**src/hw/rtl/sdtq_pkg.sv**
```systemverilog
// Package for the sorted deadline timer queue.
// Holds the transaction payload structs, the FSM state type and the fixed codes.
// No dependencies.
package sdtq_pkg;

  localparam int TagFieldBits = 8;
  localparam int DelayBits    = 31;
  localparam int MaxResults   = 16;

  localparam logic KindSubmit     = 1'b0;
  localparam logic KindTick       = 1'b1;
  localparam logic ResStatus      = 1'b0;
  localparam logic ResCompletion  = 1'b1;
  localparam logic StatusAccepted = 1'b0;
  localparam logic StatusRejected = 1'b1;

  typedef struct packed {
    logic                    kind;
    logic [TagFieldBits-1:0] tag;
    logic [DelayBits-1:0]    delay_ticks;
  } in_t;

  typedef struct packed {
    logic                    result_kind;
    logic [TagFieldBits-1:0] result_tag;
    logic                    status;
    logic                    last;
  } out_t;

  typedef enum logic [2:0] {
    StIdle,
    StInsCmp,
    StInsPut,
    StResp,
    StPopCmp,
    StPopEnd
  } state_e;

endpackage

```
**src/hw/rtl/sorted_deadline_timer_queue.sv**
```systemverilog
// Top level of the sorted deadline timer queue: sequencer, tick counter and output register.
// Depends on sdtq_pkg and sdtq_ram.
//
// Usage: the input channel carries submit and tick transactions, the output channel
// carries results, both with valid/ready. A submit computes its expiry as the tick
// counter plus the delay and is placed into a circular table kept in expiry order,
// behind all entries with an equal or earlier expiry. It yields one status result
// with last set; a full table rejects it and leaves the state unchanged.
// A tick advances the counter and pops expired entries from the head, at most 16 per
// tick, one completion each, with last on the final one; no expiry means no result.
// An accepted submit into a non-empty table walks from the tail one entry per cycle through
// the one read port and one write port of the table RAM, moving aside each entry with a later
// expiry to open its slot. The block takes one transaction at a time; in_ready_o is high only
// between transactions. When the receiver stalls, the output register holds its result and
// the sequencer waits for it. Reset empties the table and clears the counter at once;
// no clearing pass is needed.
module sorted_deadline_timer_queue
  import sdtq_pkg::*;
#(
  parameter int DEPTH     = 16,
  parameter int TAG_BITS  = 8,
  parameter int TIME_BITS = 32
) (
  input  logic clk_i,
  input  logic rst_ni,
  input  logic in_valid_i,
  output logic in_ready_o,
  input  in_t  in_data_i,
  output logic out_valid_o,
  input  logic out_ready_i,
  output out_t out_data_o
);

  localparam int TagW = (TAG_BITS < TagFieldBits) ? TAG_BITS : TagFieldBits;
  localparam int EW   = TIME_BITS + TagW;
  localparam int AW   = $clog2(DEPTH);
  localparam int CW   = $clog2(DEPTH + 1);
  localparam int NW   = $clog2(MaxResults + 1);
  localparam logic [AW-1:0] LastIdx = AW'(DEPTH - 1);

  function automatic logic [AW-1:0] ptr_inc(input logic [AW-1:0] p);
    return (p == LastIdx) ? '0 : p + AW'(1);
  endfunction

  function automatic logic [AW-1:0] ptr_dec(input logic [AW-1:0] p);
    return (p == '0) ? LastIdx : p - AW'(1);
  endfunction

  function automatic logic time_le(input logic [TIME_BITS-1:0] a,
                                   input logic [TIME_BITS-1:0] b);
    logic [TIME_BITS-1:0] d;
    d = a - b;
    return (d == '0) || d[TIME_BITS-1];
  endfunction

  state_e               state_q, state_d;
  logic [AW-1:0]        head_q, head_d, tail_q, tail_d;
  logic [CW-1:0]        count_q, count_d, rem_q, rem_d;
  logic [TIME_BITS-1:0] now_q, now_d;
  logic [NW-1:0]        n_q, n_d;
  logic                 have_prev_q, have_prev_d;
  logic                 out_valid_q, out_valid_d;

  logic [AW-1:0]        rd_ptr_q, rd_ptr_d, wr_ptr_q, wr_ptr_d;
  logic [TIME_BITS-1:0] exp_q, exp_d;
  logic [TagW-1:0]      tag_q, tag_d, prev_tag_q, prev_tag_d;
  logic                 status_q, status_d;
  out_t                 out_q, out_d;

  logic                 we, re;
  logic [AW-1:0]        waddr, raddr;
  logic [EW-1:0]        wdata, rdata;
  logic [TIME_BITS-1:0] r_exp, in_exp;
  logic [TagW-1:0]      r_tag;
  logic                 out_free, in_acc, load;
  out_t                 load_val;

  sdtq_ram #(
    .WIDTH(EW),
    .DEPTH(DEPTH)
  ) u_ram (
    .clk_i  (clk_i),
    .we_i   (we),
    .waddr_i(waddr),
    .wdata_i(wdata),
    .re_i   (re),
    .raddr_i(raddr),
    .rdata_o(rdata)
  );

  assign r_exp    = rdata[EW-1:TagW];
  assign r_tag    = rdata[TagW-1:0];
  assign in_exp   = now_q + TIME_BITS'(in_data_i.delay_ticks);
  assign out_free = !out_valid_q || out_ready_i;
  assign in_ready_o = (state_q == StIdle);
  assign in_acc   = in_valid_i && in_ready_o;

  always_comb begin
    state_d     = state_q;
    head_d      = head_q;
    tail_d      = tail_q;
    count_d     = count_q;
    rem_d       = rem_q;
    now_d       = now_q;
    n_d         = n_q;
    have_prev_d = have_prev_q;
    rd_ptr_d    = rd_ptr_q;
    wr_ptr_d    = wr_ptr_q;
    exp_d       = exp_q;
    tag_d       = tag_q;
    prev_tag_d  = prev_tag_q;
    status_d    = status_q;
    we          = 1'b0;
    waddr       = wr_ptr_q;
    wdata       = {exp_q, tag_q};
    re          = 1'b0;
    raddr       = rd_ptr_q;
    load        = 1'b0;
    load_val    = '{result_kind: ResCompletion,
                    result_tag: TagFieldBits'(prev_tag_q),
                    status: StatusAccepted,
                    last: 1'b0};

    case (state_q)
      StIdle: begin
        if (in_acc) begin
          tag_d = in_data_i.tag[TagW-1:0];
          exp_d = in_exp;
          if (in_data_i.kind == KindSubmit) begin
            if (count_q == CW'(DEPTH)) begin
              status_d = StatusRejected;
              state_d  = StResp;
            end else begin
              status_d = StatusAccepted;
              tail_d   = ptr_inc(tail_q);
              count_d  = count_q + CW'(1);
              if (count_q == '0) begin
                we      = 1'b1;
                waddr   = tail_q;
                wdata   = {in_exp, in_data_i.tag[TagW-1:0]};
                state_d = StResp;
              end else begin
                wr_ptr_d = tail_q;
                rd_ptr_d = ptr_dec(tail_q);
                rem_d    = count_q;
                re       = 1'b1;
                raddr    = ptr_dec(tail_q);
                state_d  = StInsCmp;
              end
            end
          end else begin
            now_d       = now_q + TIME_BITS'(1);
            n_d         = '0;
            have_prev_d = 1'b0;
            if (count_q != '0) begin
              re      = 1'b1;
              raddr   = head_q;
              state_d = StPopCmp;
            end
          end
        end
      end
      StInsCmp: begin
        if (!time_le(r_exp, exp_q)) begin
          we       = 1'b1;
          waddr    = wr_ptr_q;
          wdata    = rdata;
          wr_ptr_d = rd_ptr_q;
          rem_d    = rem_q - CW'(1);
          if (rem_q == CW'(1)) begin
            state_d = StInsPut;
          end else begin
            rd_ptr_d = ptr_dec(rd_ptr_q);
            re       = 1'b1;
            raddr    = ptr_dec(rd_ptr_q);
          end
        end else begin
          we      = 1'b1;
          state_d = StResp;
        end
      end
      StInsPut: begin
        we      = 1'b1;
        state_d = StResp;
      end
      StResp: begin
        if (out_free) begin
          load     = 1'b1;
          load_val = '{result_kind: ResStatus,
                       result_tag: TagFieldBits'(tag_q),
                       status: status_q,
                       last: 1'b1};
          state_d  = StIdle;
        end
      end
      StPopCmp: begin
        if (!time_le(r_exp, now_q)) begin
          state_d = StPopEnd;
        end else if (!have_prev_q || out_free) begin
          load        = have_prev_q;
          prev_tag_d  = r_tag;
          have_prev_d = 1'b1;
          head_d      = ptr_inc(head_q);
          count_d     = count_q - CW'(1);
          n_d         = n_q + NW'(1);
          if ((n_q != NW'(MaxResults - 1)) && (count_q != CW'(1))) begin
            re    = 1'b1;
            raddr = ptr_inc(head_q);
          end else begin
            state_d = StPopEnd;
          end
        end
      end
      StPopEnd: begin
        if (!have_prev_q) begin
          state_d = StIdle;
        end else if (out_free) begin
          load          = 1'b1;
          load_val.last = 1'b1;
          have_prev_d   = 1'b0;
          state_d       = StIdle;
        end
      end
      default: begin
        state_d = StIdle;
      end
    endcase
  end

  always_comb begin
    out_valid_d = out_valid_q;
    out_d       = out_q;
    if (load) begin
      out_valid_d = 1'b1;
      out_d       = load_val;
    end else if (out_ready_i) begin
      out_valid_d = 1'b0;
    end
  end

  always_ff @(posedge clk_i or negedge rst_ni) begin
    if (!rst_ni) begin
      state_q     <= StIdle;
      head_q      <= '0;
      tail_q      <= '0;
      count_q     <= '0;
      rem_q       <= '0;
      now_q       <= '0;
      n_q         <= '0;
      have_prev_q <= 1'b0;
      out_valid_q <= 1'b0;
    end else begin
      state_q     <= state_d;
      head_q      <= head_d;
      tail_q      <= tail_d;
      count_q     <= count_d;
      rem_q       <= rem_d;
      now_q       <= now_d;
      n_q         <= n_d;
      have_prev_q <= have_prev_d;
      out_valid_q <= out_valid_d;
    end
  end

  always_ff @(posedge clk_i) begin
    rd_ptr_q   <= rd_ptr_d;
    wr_ptr_q   <= wr_ptr_d;
    exp_q      <= exp_d;
    tag_q      <= tag_d;
    prev_tag_q <= prev_tag_d;
    status_q   <= status_d;
    out_q      <= out_d;
  end

  assign out_valid_o = out_valid_q;
  assign out_data_o  = out_q;

endmodule

```
**src/hw/rtl/sdtq_ram.sv**
```systemverilog
// Generic simple dual-port RAM for the timer queue: one write port, one read port.
// Read data is registered and holds its value while no read is issued.
// No dependencies.
module sdtq_ram #(
  parameter int WIDTH = 40,
  parameter int DEPTH = 16
) (
  input  logic                     clk_i,
  input  logic                     we_i,
  input  logic [$clog2(DEPTH)-1:0] waddr_i,
  input  logic [WIDTH-1:0]         wdata_i,
  input  logic                     re_i,
  input  logic [$clog2(DEPTH)-1:0] raddr_i,
  output logic [WIDTH-1:0]         rdata_o
);

  logic [WIDTH-1:0] mem_q [DEPTH];
  logic [WIDTH-1:0] rdata_q;

  always_ff @(posedge clk_i) begin
    if (we_i) begin
      mem_q[waddr_i] <= wdata_i;
    end
    if (re_i) begin
      rdata_q <= mem_q[raddr_i];
    end
  end

  assign rdata_o = rdata_q;

endmodule

```
**config.mk**
```make
export PLATFORM = sky130hd
export DESIGN_NAME = sorted_deadline_timer_queue
export DESIGN_NICKNAME = d
export VERILOG_FILES = /design/src/hw/rtl/sdtq_pkg.sv /design/src/hw/rtl/sorted_deadline_timer_queue.sv /design/src/hw/rtl/sdtq_ram.sv
export SDC_FILE = /design/constraint.sdc
export NUM_CORES = 1
export LEC_CHECK = 0
export BUFFER_PORTS_ARGS = -buffer_cell sky130_fd_sc_hd__buf_2
export CAP_MARGIN = 0
export CORE_MARGIN = 2
export CORE_UTILIZATION = 40
export CTS_CLUSTER_DIAMETER = 150
export DETAILED_ROUTE_END_ITERATION = 6
export GPL_ROUTABILITY_DRIVEN = 0
export GPL_TIMING_DRIVEN = 0
export HOLD_SLACK_MARGIN = 0.15
export PLACE_DENSITY = 0.62
export SLEW_MARGIN = 20
export SYNTH_ARGS = -nofsm -noshare
export SYNTH_HDL_FRONTEND = slang
export SYNTH_SLANG_ARGS = --single-unit
```
**constraint.sdc**
```tcl
create_clock -name clk_i -period 9.5 [get_ports clk_i]
set_input_delay 1.425 -clock clk_i [delete_from_list [all_inputs] [get_ports clk_i]]
set_output_delay 1.425 -clock clk_i [all_outputs]
set_load 0.05 [all_outputs]
```
# ---- Yosys cells after proc, flatten, opt, wreduce, memory -nomap -nowiden
# Memories as Yosys holds them, arrays and structs flattened. A register that Yosys moved wholly into a read port is not among the register bits.
# Cells that the tools add are included.
dict set report op_classes {
  addsub 12
  eq_ne 23
  mux 101
  bitwise_logic 2
  reduce_logical 32
}
# op count
set op_table {}
lappend op_table {{$mux W40} 5}
lappend op_table {{$mux W4} 26}
lappend op_table {{$pmux W40 S2} 1}
lappend op_table {{$mux W5} 14}
lappend op_table {{$logic_not A32 Y1} 2}
lappend op_table {{$sub A32 B32 Y32} 2}
lappend op_table {{$add A32 B1 Y32 const B} 1}
lappend op_table {{$add A32 B31 Y32} 1}
lappend op_table {{$mux W3} 10}
lappend op_table {{$pmux W5 S2} 3}
lappend op_table {{$mux W1} 29}
lappend op_table {{$pmux W3 S6} 1}
lappend op_table {{$pmux W4 S2} 2}
lappend op_table {{$reduce_and A5 Y1} 3}
lappend op_table {{$ne A2 B2 Y1 const B} 6}
lappend op_table {{$pmux W4 S3} 1}
lappend op_table {{$reduce_and A3 Y1} 4}
lappend op_table {{$reduce_and A6 Y1} 2}
lappend op_table {{$mux W11} 1}
lappend op_table {{$add A5 B1 Y5 const B} 2}
lappend op_table {{$sub A5 B1 Y5 const B} 2}
lappend op_table {{$mux W9} 1}
lappend op_table {{$ne A3 B3 Y1 const B} 3}
lappend op_table {{$pmux W1 S3} 3}
lappend op_table {{27 further kinds} 45}
dict set report totals {
  ff_bits 128
  mem_bits_rw 640
  inputBits 44
  elab_cells 190
  n_memories 1
}
# name depth word_bits rd rd_ports_with_merged_regs write_ports line
set mem_list {}
lappend mem_list {u_ram.mem_q 16 40 1 1 1 sdtq_ram.sv:17} ;# logic [WIDTH-1:0] mem_q [DEPTH];

# ---- Depth between registers and ports, before layout
dict set report logic_depth {
  ltp_word 8
  depth_mapped 21
  depth_no_buf 20
}

# ---- By module
# Synthesis repeated with hierarchy kept, for this count alone.
dict set report hier_totals {
  cells_unflattened 2598
  area_unflattened_um2 38011.5
}
# module instances cells_each area_per_inst_um2 seq_area_each_um2
set by_module_without_submodules {}
lappend by_module_without_submodules {sdtq_ram 1 1040 25532.0 20419.6}
lappend by_module_without_submodules {sorted_deadline_timer_queue 1 1558 12479.5 3543.4}

# ---- Worst setup path before layout
# Ideal clock, no wire load.
dict set report synth_timing {
  path_kind {input to register}
  start {input port in_valid_i}
  end {register u_ram.rdata_q[38], in the netlist u_ram.rdata_o[38], read port of u_ram.mem_q (data pin)}
  setup_time_ns 0.265
  t_arrival_ns 8.283
  path_slack_ns 0.952
  cell_stages 13
  path_buffers 3
  cell_sequence {nor4b_1 -> nand2_1 -> nor2_1 -> a221o_1 -> a31oi_1 -> a21bo_1 -> o221ai_1 -> clkbuf_1 -> buf_2 -> buf_4 -> mux2i_1 -> a22oi_1 -> nand3_1}
}
dict set report synth_via {
  elab_chain_len 3
  elab_cells_between_ends 5
  classes_between {mux (4); reduce/logical (1)}
}
# element line
set synth_lines {}
lappend synth_lines {{start, declared} sorted_deadline_timer_queue.sv:26} ;# input logic in_valid_i,
lappend synth_lines {{$logic_and A1 B1 Y1 (*)} sorted_deadline_timer_queue.sv:96} ;# assign in_acc = in_valid_i && in_ready_o;
lappend synth_lines {{$mux W4 / $mux W1 (equally long branches)} sorted_deadline_timer_queue.sv:126} ;# if (in_acc) begin
lappend synth_lines {{$pmux W4 S3 / $pmux W1 S3 (equally long branches)} sorted_deadline_timer_queue.sv:124} ;# case (state_q)
lappend synth_lines {{end, declared} sdtq_ram.sv:18} ;# logic [WIDTH-1:0] rdata_q;
# Mark *: on every way between the ends. The rest lies on a longest branch, timed or not.
# A chain may end at the register's enable or synchronous reset.

# ---- Final worst setup path
dict set report layout_timing {
  start {register u_ram.rdata_q[8], in the netlist u_ram.rdata_o[8], read port of u_ram.mem_q}
  end {memory u_ram.mem_q[9][30] (data pin)}
}
dict set report layout_via {
  elab_chain_len 5
}
# element line
set layout_lines {}
lappend layout_lines {{$sub A32 B32 Y32 (*)} sorted_deadline_timer_queue.sv:52} ;# d = a - b;
lappend layout_lines {{$logic_not A32 Y1} sorted_deadline_timer_queue.sv:53} ;# return (d == '0) || d[TIME_BITS-1];
lappend layout_lines {{$logic_or A1 B1 Y1 (*)} sorted_deadline_timer_queue.sv:53}
lappend layout_lines {{$mux W40 (*)} sorted_deadline_timer_queue.sv:164} ;# if (!time_le(r_exp, exp_q)) begin
lappend layout_lines {{$pmux W40 S2 (*)} sorted_deadline_timer_queue.sv:124}
lappend layout_lines {{named net u_ram.wdata_i[30]} sdtq_ram.sv:11} ;# input logic [WIDTH-1:0] wdata_i,
lappend layout_lines {{end, declared} sdtq_ram.sv:17}
# The timed path passes the listed nets; every way through them passes the cells marked *.

==> impl_results.md <==
* Core area at 96300 um^2
* Longest Clk Path Bufs at 3
* R2R Path Start: u_ram.rdata_o[8]
* Starting Density at 0.402
* Final worst path period share at 0.794
* Number of fill cells at 8520
* Slew margin rel. at 0.206
* DR vias at 25200
* Critical Path Start: u_ram.rdata_o[8]
* Grt total ovfl at 0
* Avg Vias per Cell at 5.66
* DRC viols at 0
* RSZ-0062 raised after global routing: no
* Layout cells sized above 1 at 0.127
* Routed Antenna Nets at 0
* Final nets at 3264
* Drt first pass iters at 5
* Post_cts resized at 0
* Worst slew pin tran at 1.18 ns
* Aggregate routed wire length at 105000 um
* Die area at 99300 um^2
* Post-CTS Hold Buffers at 0
* Overall Global Routing Usage at 0.211
* Crit path capture type: flop
* Syn nets at 3079
* Initial antenna violation count at 1
* Worst hold slack at 0.456 ns
* Crit-path leading delay family: simple AND/OR/NAND/NOR gates
* WL/cell at 23.7 um
* Layout Skew at 0.0391 ns
* Chip Height at 315 um
* Maxcap violations at 0
* Distinct cells, synth at 86
* Row Count at 114
* CP peak stage delay at 0.77 ns
* Synth Cell Area at 38700 um^2
* Mapped Cells at 2925
* FF+latch count, synth at 808
* First-pass GRT wire length at 156000 um
* Final setup viols at 0
* TritonCTS buffer count at 86
* Register area share after synthesis at 0.619
* Dominant synthesized flop cell: edfxtp_1
* # IOs at 57
* Largest net degree at the start of global routing at 45
* Post-layout util at 0.460
* Clock latency on the worst-skew pair at 0.65 ns
* Hold Crit Start: u_ram.rdata_o[5]
* Synth Area per Inst at 13.2 um^2
* Worst Slack Setup Final at 1.96 ns
* Total clock sinks at 808
* Worst Path Required at 9.85 ns
* Pre-CTS setup slack at 2.10 ns
* Antenna cell count at 0
* Slew Viols, Final at 0
* Root Buffer Master: clkbuf_16
* H-tree Lvls at 3
* HPWL reported at the end of detailed placement at 75000 um
* Slowest-stage cell, CP: clkbuf_1
* Drt initial violations at 2327
* Clock-pin slew on the worst setup and hold paths at 0.06 ns
* Worst hold endpoint: prev_tag_q[5]
* Outcome: finished, final reports clean
* Post-CTS setup buffers at 0
* Peak Freq at 133 MHz
* Critical path arrival at 7.89 ns
* Most frequent CP cell: nand2_1
* Crit path buffers/inverters at 3
* Depth of the most critical reg-to-reg path at 20
* CTS tree: done
* Startpoint Class: flop
* Ys async rst share at 0.0743
* I/O Buffers at 56
* Number of synthesized flops with an enable pin at 748
* Setup CP Type: flop to flop
* Crit-path max FO at 16
* Vias in the first global route at 24400
* Minimum clock period at 7.54 ns
* R2R setup slack at 1.96 ns
* DIE WIDTH at 315 um
* Syn. warnings at 0
* Hold Path Depth at 0
* Crit-path cells: inv_1, ha_1, fa_1, nand2b_1, a21o_1, a2111oi_0, nor4_1, nor4_1, nand4_1, nor4_1, nand4_1, o41a_1, nand2_1, nand2_1, and2_1, o21ai_0, clkbuf_1, buf_1, nand2_1, nand2_1
* Hold crit path type: flop to flop
* Synthesis-to-finish area growth at 14.3%
* FF-to-FF End: u_ram.mem_q[9][30]
* Final hold violations at 0
routing by layer:
metal | global-route usage | vias up | part of all wire
met5 | 0 | - | 0
met4 | 0.0531 | 0 | 0.024
met3 | 0.0253 | 142 | 0.064
met2 | 0.346 | 849 | 0.47
met1 | 0.299 | 12600 | 0.44
li1 | - | 11600 | -
per-stage QoR:
stage	cells	setup TNS, ns	instance area (um^2)
3_3_place_gp	4257	-445.24	40600
3_5_place_dp	4298	0	41500
2_1_floorplan	2925	0	38700
5_1_grt	4450	0	44300
4_1_cts	4450	0	44300
6_report	4450	0	44300
flip-flops by register name (all words and copies together), names as in the netlist, 3 cells and up:
register,count
u_ram.rdata_o,40
rd_ptr_q,4
head_q,4
exp_q,32
prev_tag_q,8
tag_q,8
count_q,5
u_ram.mem_q,640
out_data_o,11
wr_ptr_q,4
rem_q,5
tail_q,4
state_q,3
n_q,5
now_q,32
how the worst max path moves through the flow:
stage / end / slack (ns) / cells past startpoint
2_1_floorplan: u_ram.rdata_o[38] / 0.95 / 13
3_3_place_gp: u_ram.rdata_o[15] / -5.15 / 13
3_5_place_dp: u_ram.mem_q[4][31] / 2.10 / 20
4_1_cts: u_ram.mem_q[9][30] / 2.07 / 20
5_1_grt: u_ram.mem_q[8][33] / 1.68 / 20
6_report: u_ram.mem_q[9][30] / 1.96 / 20
kinds of logic after synthesis:
group / count (synthesis) / share of synthesized area
multiplexers: 423 / 0.112
buffers and inverters: 254 / 0.0293
AO/OA/AOI/OAI: 567 / 0.102
XOR/XNOR: 87 / 0.0197
AND/OR/NAND/NOR: 676 / 0.0821
adder cells (fa/ha/maj): 110 / 0.0361
flip-flops: 808 / 0.619
cells in the final DEF (no fill, tap or decap), types with 10 or more instances in the layout:
cell and count:
edfxtp_1 748, mux2i_1 329, nand2_1 259, inv_1 123, nor2_1 114, ha_1 107
o211ai_1 99, a21oi_1 95, mux2_2 92, clkbuf_1 88, clkbuf_16 87, o21ai_0 83
buf_2 82, nand3_1 75, a22oi_1 72, xnor2_1 67, dfrtp_1 60, nor3_1 45
nand4_1 32, nand2b_1 28, buf_4 25, buf_12 24, a21o_1 23, xor2_1 20
nor4_1 19, a31oi_1 19, clkinv_1 19, o21ai_1 18, nor2_4 17, clkinv_2 16
a211oi_1 15, o21a_1 15, o21bai_1 14, nor2b_1 12, a222oi_1 12, or3_1 11
and2_1 10, buf_6 10
synth_stat cells (46+ instances only):
cell type / n / area [um^2]
ha_1: 107 / 1340
mux2i_1: 329 / 3290
inv_1: 123 / 462
clkbuf_1: 74 / 278
nand3_1: 75 / 375
a22oi_1: 72 / 541
xnor2_1: 67 / 587
o211ai_1: 99 / 743
a21oi_1: 95 / 475
o21ai_0: 83 / 415
mux2_2: 92 / 1040
dfrtp_1: 60 / 1500
nor3_1: 46 / 230
nand2_1: 260 / 976
edfxtp_1: 748 / 22500
nor2_1: 131 / 492
layout make-up:
type                       instances  area, um^2  area share
buffer                           130         669      0.0151
clock buffer                     103        2260      0.0510
clock inverter                    49         484      0.0109
inverter                         124         465      0.0105
multi-input combinational       1863       13800       0.311
sequential                       808       24000       0.541
tap                             1276        1600      0.0361
timing repair buffer              97        1060      0.0239
Power is not shown: default switching activity piles up to over one toggle a cycle in this logic, so the estimate is an artifact.
